File: src/trre_pkg.sv
package trre_pkg;

    // Table sizes
    localparam int unsigned RULE_COUNT   = 64;
    localparam int unsigned SENSOR_COUNT = 5;
    localparam int unsigned RELAY_COUNT  = 8;

    // Fixed field widths
    localparam int unsigned VALUE_W     = 32;
    localparam int unsigned RELAY_OUT_W = 8;

    // Item modes
    localparam logic [1:0] MODE_WRITE = 2'd0;
    localparam logic [1:0] MODE_LOAD  = 2'd1;
    localparam logic [1:0] MODE_EVAL  = 2'd2;
    localparam logic [1:0] MODE_SET   = 2'd3;

    // Compare codes; the rest never match
    localparam logic [2:0] CMP_EQ = 3'd0;
    localparam logic [2:0] CMP_GE = 3'd1;
    localparam logic [2:0] CMP_LE = 3'd2;
    localparam logic [2:0] CMP_GT = 3'd3;
    localparam logic [2:0] CMP_LT = 3'd4;

    typedef logic [VALUE_W-1:0] value_t;
    typedef value_t [SENSOR_COUNT-1:0] sensor_bank_t;
    typedef logic [RELAY_COUNT-1:0] relay_vec_t;

    // One stored rule
    typedef struct packed {
        logic         enable;
        logic [2:0]   sensor;
        value_t       limit;
        logic [2:0]   kind;
        logic [2:0]   relay;
        logic         action;
    } rule_t;

    // Relay vector handed from cell to cell during an evaluation
    typedef struct packed {
        logic       valid;
        relay_vec_t relays;
    } token_t;

    // Signed compare of a sensor word against a rule limit
    function automatic logic cmp_hit(input logic [2:0] kind, input value_t s, input value_t lim);
        logic hit;
        unique case (kind)
            CMP_EQ:  hit = ($signed(s) == $signed(lim));
            CMP_GE:  hit = ($signed(s) >= $signed(lim));
            CMP_LE:  hit = ($signed(s) <= $signed(lim));
            CMP_GT:  hit = ($signed(s) >  $signed(lim));
            CMP_LT:  hit = ($signed(s) <  $signed(lim));
            default: hit = 1'b0;
        endcase
        return hit;
    endfunction

    // Force one relay bit; an index past the vector changes nothing
    function automatic relay_vec_t drive_relay(input relay_vec_t v, input logic [2:0] idx,
                                               input logic on);
        relay_vec_t r;
        r = v;
        for (int k = 0; k < int'(RELAY_COUNT); k++) begin
            if (32'(idx) == k) begin
                r[k] = on;
            end
        end
        return r;
    endfunction

endpackage

File: src/trre_cell.sv
module trre_cell
    import trre_pkg::*;
(
    input  logic         clk,
    input  logic         rst_n,
    input  logic         wr_en,
    input  rule_t        wr_rule,
    input  sensor_bank_t sensors,
    input  token_t       tok_in,
    output token_t       tok_out
);

    logic       enable_reg;
    rule_t      rule_reg;
    logic       tok_valid_reg;
    relay_vec_t tok_relays_reg;
    value_t     sel_value;
    logic       sensor_ok;
    logic       hit;
    relay_vec_t relays_next;

    // Rule slot: enable is control, the rest is payload
    always_ff @(posedge clk or negedge rst_n)
    begin
        if (!rst_n) begin
            enable_reg <= 1'b0;
        end else if (wr_en) begin
            enable_reg <= wr_rule.enable;
        end
    end

    always_ff @(posedge clk)
    begin
        if (wr_en) begin
            rule_reg <= wr_rule;
        end
    end

    // Pick this rule's sensor word
    always_comb
    begin
        sel_value = '0;
        sensor_ok = 1'b0;
        for (int k = 0; k < int'(SENSOR_COUNT); k++) begin
            if (32'(rule_reg.sensor) == k) begin
                sel_value = sensors[k];
                sensor_ok = 1'b1;
            end
        end
    end

    // Apply the rule to the passing relay vector
    always_comb
    begin
        hit = enable_reg && sensor_ok && cmp_hit(rule_reg.kind, sel_value, rule_reg.limit);
        relays_next = tok_in.relays;
        if (hit) begin
            relays_next = drive_relay(tok_in.relays, rule_reg.relay, rule_reg.action);
        end
    end

    // Hand the word to the next cell
    always_ff @(posedge clk or negedge rst_n)
    begin
        if (!rst_n) begin
            tok_valid_reg <= 1'b0;
        end else begin
            tok_valid_reg <= tok_in.valid;
        end
    end

    always_ff @(posedge clk)
    begin
        tok_relays_reg <= relays_next;
    end

    assign tok_out.valid  = tok_valid_reg;
    assign tok_out.relays = tok_relays_reg;

endmodule

File: config.mk
export PLATFORM = sky130hd
export DESIGN_NAME = trre_cell
export DESIGN_NICKNAME = d
export VERILOG_FILES = /design/src/trre_pkg.sv /design/src/trre_cell.sv
export SDC_FILE = /design/constraint.sdc
export NUM_CORES = 1
export LEC_CHECK = 0
export BUFFER_PORTS_ARGS = -buffer_cell sky130_fd_sc_hd__clkbuf_2
export CORE_MARGIN = 4
export CORE_UTILIZATION = 40
export CTS_CLUSTER_SIZE = 28
export DETAILED_ROUTE_END_ITERATION = 8
export GPL_TIMING_DRIVEN = 1
export PLACE_DENSITY_LB_ADDON = 0.3
export SYNTH_ARGS = -nofsm -noshare
export SYNTH_HDL_FRONTEND = slang
export SYNTH_SLANG_ARGS = --single-unit
File: constraint.sdc
create_clock -name clk -period 3.9 [get_ports clk]
set_input_delay 0.39 -clock clk [delete_from_list [all_inputs] [get_ports clk]]
set_output_delay 0.39 -clock clk [all_outputs]
set_load 0.05 [all_outputs]
==> results of run 1 <==
-- final cells by class --
class / count / area share [%]
Inverter: 35 / 2.47
Sequential cell: 52 / 27.6
Tap cell: 108 / 2.54
Multi-Input combinational cell: 194 / 40.9
Timing Repair Buffer: 239 / 24.7
Clock inverter: 3 / 0.494
Clock buffer: 5 / 1.29
-- path summary, 6_finish.rpt --
kind / startpoint / to / slack (ps) / depth (start not counted)
max in group asynchronous: rst_n / enable_reg$_DFFE_PN0P_ / 3420 / 2
min in group asynchronous: rst_n / tok_valid_reg$_DFF_PN0_ / 380 / 2
max reg2reg: rule_reg[39]$_DFFE_PP_ / tok_relays_reg[3]$_DFF_P_ / -60 / 13
min: tok_in[8] / tok_valid_reg$_DFF_PN0_ / 180 / 1
min reg2reg: enable_reg$_DFFE_PN0P_ / enable_reg$_DFFE_PN0P_ / 570 / 1
max: rule_reg[39]$_DFFE_PP_ / tok_relays_reg[3]$_DFF_P_ / -60 / 13
-- stage by stage --
stage	hold slack, ps	utilization (%)	total power [uW]	cells
2_1_floorplan	94.4	-	1000	297
3_3_place_gp	181	56.5	1190	623
3_5_place_dp	185	56.5	1210	623
4_1_cts	170	57.7	1540	632
5_1_grt	156	59.9	1670	636
6_report	178	59.9	1570	636
-- metal layers --
layer | vias up | GRT usage [%]
li1 | 1646 | -
met1 | 1620 | 22.2
met2 | 183 | 36.6
met3 | 15 | 5.06
met4 | 0 | 4.37
met5 | - | 0
-- Yosys cell counts (2+ instances only) --
library cell / instances / share of area [%]
mux4_2: 29 / 18
o21ai_0: 3 / 0.40
nand4_4: 2 / 1.1
nand2_1: 11 / 1.1
clkbuf_1: 11 / 1.1
buf_1: 3 / 0.30
dfrtp_1: 2 / 1.3
mux2i_1: 5 / 1.3
o211ai_1: 2 / 0.40
nand3_1: 2 / 0.27
nand4_1: 7 / 1.2
mux2_1: 8 / 2.4
dfxtp_1: 8 / 4.3
nand2b_1: 2 / 0.34
nor3_1: 3 / 0.40
nor2_1: 8 / 0.81
o22ai_1: 2 / 0.34
a21o_1: 4 / 0.81
a22o_1: 29 / 6.8
inv_1: 35 / 3.5
ha_1: 32 / 11
nand3_2: 2 / 0.54
nor2b_1: 2 / 0.34
a21oi_1: 14 / 1.9
nor4_1: 7 / 1.2
edfxtp_1: 42 / 34
a31oi_1: 4 / 0.67
-- logic make-up (layout without fill, tap and decap cells) --
family,after synthesis,in the layout
adder cells (fa/ha/maj),32,32
AO/OA/AOI/OAI,68,68
flip-flops,52,52
multiplexers,43,43
buffers and inverters,51,282
AND/OR/NAND/NOR,51,51
-- report_power, final --
group | internal (uW) | switching [uW]
Combinational | 298 | 278
Sequential | 646 | 19.5
Clock | 132 | 195
Total | 1080 | 492
-- repair_timing --
action	CTS	global route
hold buffers	1	0
endpoints found under the hold margin	2	0
endpoints found under the setup margin	0	8
buffers inserted	0	2
gates resized for setup	0	19
==> flow_summary.ini, run 1 <==
[global_routing]
grt.total_usage_pct = 19.5
antenna_found_initial = 0
grt_pass1_wl_mm = 17.2
grt_pass1_vias = 3655
overflow = 0
grt_max_degree = 44

[route]
drc = 0
final_antenna_net_count = 0
wl_met1_mm = 4.23
wl_met2_mm = 6.10
finalWirelength_mm = 11.5
drtIter0Drc = 173
top_layer = met4
wl_per_cell_microns = 18.1
vias = 3464
routed-wl-met3_mm = 1.03
vias_per_cell = 5.45
dr.pass1.iters = 5

[clock_network]
cts_buffers = 5
tritoncts = yes
cts_root_buf = clkbuf_8
clk_pin_slew_worst_paths_ps = 100
cts_max_level = 2
clockBufferDepth = 2
clkSinkCount = 52
clk_latency_ps = 310

[pwr]
ir_drop_mv = 0.171
p_per_area_mw_per_mm2 = 295
leakagePower_uw = 0.00260

[die]
dieArea_sq_mm = 0.0109
fp.dieH_microns = 105
ioPinCount = 224
die_w_microns = 105
initial_core_util_pct = 41.9
coreArea_sq_mm = 0.00889
row_count = 34

[critical_path]
start_kind = register
crit_buf_inv = 2
critPathMaxStageDelay_ps = 510
cp.arrival_ps = 4170
critical_path_class = register to register
critical-path-top-delay-family = compound AO/OA/AOI/OAI gates
critPathSlowestCell = o41a_1
worstSetupEndpointType = register
path_max_fanout = 8
cp.required_ps = 4110
cp_cell_sequence = buf_6 > clkbuf_16 > mux4_2 > a22o_1 > ha_1 > a21o_1 > nand3_1 > a211oi_1 > o41a_1 > o311ai_4 > nand4_4 > nor4_2 > mux2_1

[synthesis]
ys.flop_type = edfxtp_1
muxShareOfSynthArea_pct = 21.6
yosysWarnings = 0
syn_area_sq_mm = 0.00373
ys_seq_area_share_pct = 39.5
synth_xor_area_share_pct = 0
synth_top_family_by_area = multiplexers
netlist_instances = 297
synth_edf_count = 42
synthAdderAreaFrac_pct = 10.7
ys_types = 45
syn_nets = 544
ys_seq_elements = 52
avgSynthCellArea_sq_um = 12.6
async_reset_ff_share_pct = 3.85
yosys.area_share.simple_pct = 9.16
synth_compound_area_share_pct = 13.8

[timing]
drv_slew = 0
finalHoldViolCount = 0
min_period_ps = 3960
setup_ws_ps = -59.8
final.setup_skew_ps = 8.51
max_freq_mhz = 253
timing.final.crit_share_pct = 102
tightest_slew_ps = 1120
fin_setup_tns_ps = -174
rsz0062_at_grt = true
setup_viol = 7
worst_slew_margin_rel_pct = 25.4

[placement]
postPlaceCellArea_sq_mm = 0.00503
dpl.hpwl_mm = 9.09
dp_slack_ps = 63.7
gp_congestion = 0.777
io_buffers = 223

[status]
violations = negative setup slack
status = complete, but fails checks

[flow_run]
drv_cap = 0

[worst_hold_path]
worstHoldPathType = input port to register

[cells_and_area]
final_cell_area_sq_mm = 0.00532
final_cell_mix = 223 x clkbuf_2, 42 x edfxtp_1, 35 x inv_1
fin_nets = 774
multi_input_area_sq_mm = 0.00218
largest_register_ffs = 42
diodes = 0
fill_cells = 778
final_common_cell = clkbuf_2
seq_area_sq_mm = 0.00147
area_growth_pct = 42.8
drive_gt1_share_pct = 56.4
Power figures use the tool's default switching activity.
==> run 2, diff against run 1 <==
--- a/config.mk
+++ b/config.mk
@@ -11,6 +11,7 @@
 export CTS_CLUSTER_SIZE = 28
 export DETAILED_ROUTE_END_ITERATION = 8
 export GPL_TIMING_DRIVEN = 1
+export MAX_ROUTING_LAYER = met4
 export PLACE_DENSITY_LB_ADDON = 0.3
 export SYNTH_ARGS = -nofsm -noshare
 export SYNTH_HDL_FRONTEND = slang
==> flow_summary.ini, run 2 (same netlist as run 1, synthesis figures left out) <==
[die]
initial_core_util_pct = 41.9
dieArea_sq_mm = 0.0109
fp.dieH_microns = 105
ioPinCount = 224
coreArea_sq_mm = 0.00889
row_count = 34
die_w_microns = 105

[status]
violations = negative setup slack
status = complete, but fails checks

[critical_path]
cp.arrival_ps = 4170
worstSetupEndpointType = register
r2r_slack_ps = -60
critical_path_class = register to register
start_kind = register
cp.required_ps = 4110
path_max_fanout = 8

[cells_and_area]
postLayoutCoreUtil_pct = 59.6
largest_register_ffs = 42
final_cell_mix = 223 x clkbuf_2, 42 x edfxtp_1, 35 x inv_1
drive_gt1_share_pct = 56.3
area_growth_pct = 42.0
fin_nets = 774
final_cell_area_sq_mm = 0.00530
final_common_cell = clkbuf_2
diodes = 0

[timing]
max_freq_mhz = 253
setup_ws_ps = -59.5
setup_viol = 7
timing.final.crit_share_pct = 102
worst_slew_margin_rel_pct = 24.8
rsz0062_at_grt = true
final.setup_skew_ps = 8.13
tightest_slew_ps = 1130
drv_slew = 0
finalHoldViolCount = 0
min_period_ps = 3960

[placement]
io_buffers = 223
postPlaceCellArea_sq_mm = 0.00503
dpl.hpwl_mm = 9.09
gp_congestion = 0.788

[pwr]
seqPwrFrac_pct = 42.7
swShare_pct = 31.3
p_per_area_mw_per_mm2 = 295
ir_drop_mv = 0.171
intPower_uw = 1070
clkPwrFrac_pct = 21.1
p_comb_share_pct = 36.2
p_switching_uw = 488
leakagePower_uw = 0.00260

[clock_network]
cts_root_buf = clkbuf_8
clockBufferDepth = 2
cts_max_level = 2
cts_buffers = 5
clk_pin_slew_worst_paths_ps = 100
tritoncts = yes
clkSinkCount = 52
clk_latency_ps = 310

[route]
vias_per_cell = 5.42
final_antenna_net_count = 0
wl_per_cell_microns = 17.9
dr.pass1.iters = 4
drc = 0
vias = 3447
drtIter0Drc = 163
finalWirelength_mm = 11.4

[global_routing]
overflow = 0
grt_pass1_wl_mm = 17.3
grt_pass1_vias = 3642
antenna_found_initial = 0
grt_max_degree = 44
grt.total_usage_pct = 20.2

[worst_hold_path]
worstHoldPathType = input port to register

[flow_run]
drv_cap = 0
-- run 2: cell counts in the layout (fill, tap and decap cells not counted) --
No cell type changed its count.
-- run 2: worst paths after layout --
path	from	end	depth (start not counted)
max	rule_reg[39]$_DFFE_PP_	tok_relays_reg[3]$_DFF_P_	13
min	tok_in[8]	tok_valid_reg$_DFF_PN0_	1
max reg2reg	rule_reg[39]$_DFFE_PP_	tok_relays_reg[3]$_DFF_P_	13
min reg2reg	enable_reg$_DFFE_PN0P_	enable_reg$_DFFE_PN0P_	1
max in group asynchronous	rst_n	enable_reg$_DFFE_PN0P_	2
min in group asynchronous	rst_n	tok_valid_reg$_DFF_PN0_	2
-- run 2: cell type report --
cell class	count	area (sq um)
well taps	108	135
inverters	35	131
fillers	785	3600
clock inverters	3	26.3
multi-input cells	194	2160
clock buffers	5	68.8
repair buffers	239	1310
flip-flops and latches	52	1470
-- run 2: power groups by stage --
stage          registers [uW]  clock network [uW]  logic (uW)
2_1_floorplan             691                   0         309
3_3_place_gp              676                   0         514
3_5_place_dp              677                   0         530
4_1_cts                   665                 341         533
5_1_grt                   670                 363         626
6_report                  665                 329         565
-- run 2: critical path, cell delays in order (launching register included) --
cell	delay, ps
edfxtp_1	470
buf_4	160
clkbuf_16	160
mux4_2	490
a22o_1	200
ha_1	290
a21o_1	180
nand3_1	70
a211oi_1	70
o41a_1	510
o311ai_4	330
nand4_4	230
nor4_2	340
mux2_1	350
-- run 2: repair_timing --
| item | in CTS | in global routing |
|---|---|---|
| hold buffers | 1 | 0 |
| resized for setup | 0 | 15 |
| hold endpoints to repair | 2 | 0 |
| setup buffers | 0 | 2 |
| setup endpoints to repair | 0 | 8 |
-- run 2: stage by stage --
step	total power (uW)	setup slack, ps	hold WS [ps]	TNS, ps	cells
global placement	1190	141	181	0	623
detailed placement	1210	63.7	185	0	623
global route	1660	-242	156	-1330	636
CTS	1540	35.0	170	0	632
finish	1560	-59.5	178	-197	636
floorplan	1000	8.11	94.4	0	297
-- run 2: routing by layer --
| metal | GRT usage (%) | wire, microns |
|---|---|---|
| met5 | - | 0 |
| met4 | 3.80 | 189 |
| met3 | 4.25 | 815 |
| met1 | 22.9 | 4390 |
| met2 | 36.9 | 5990 |
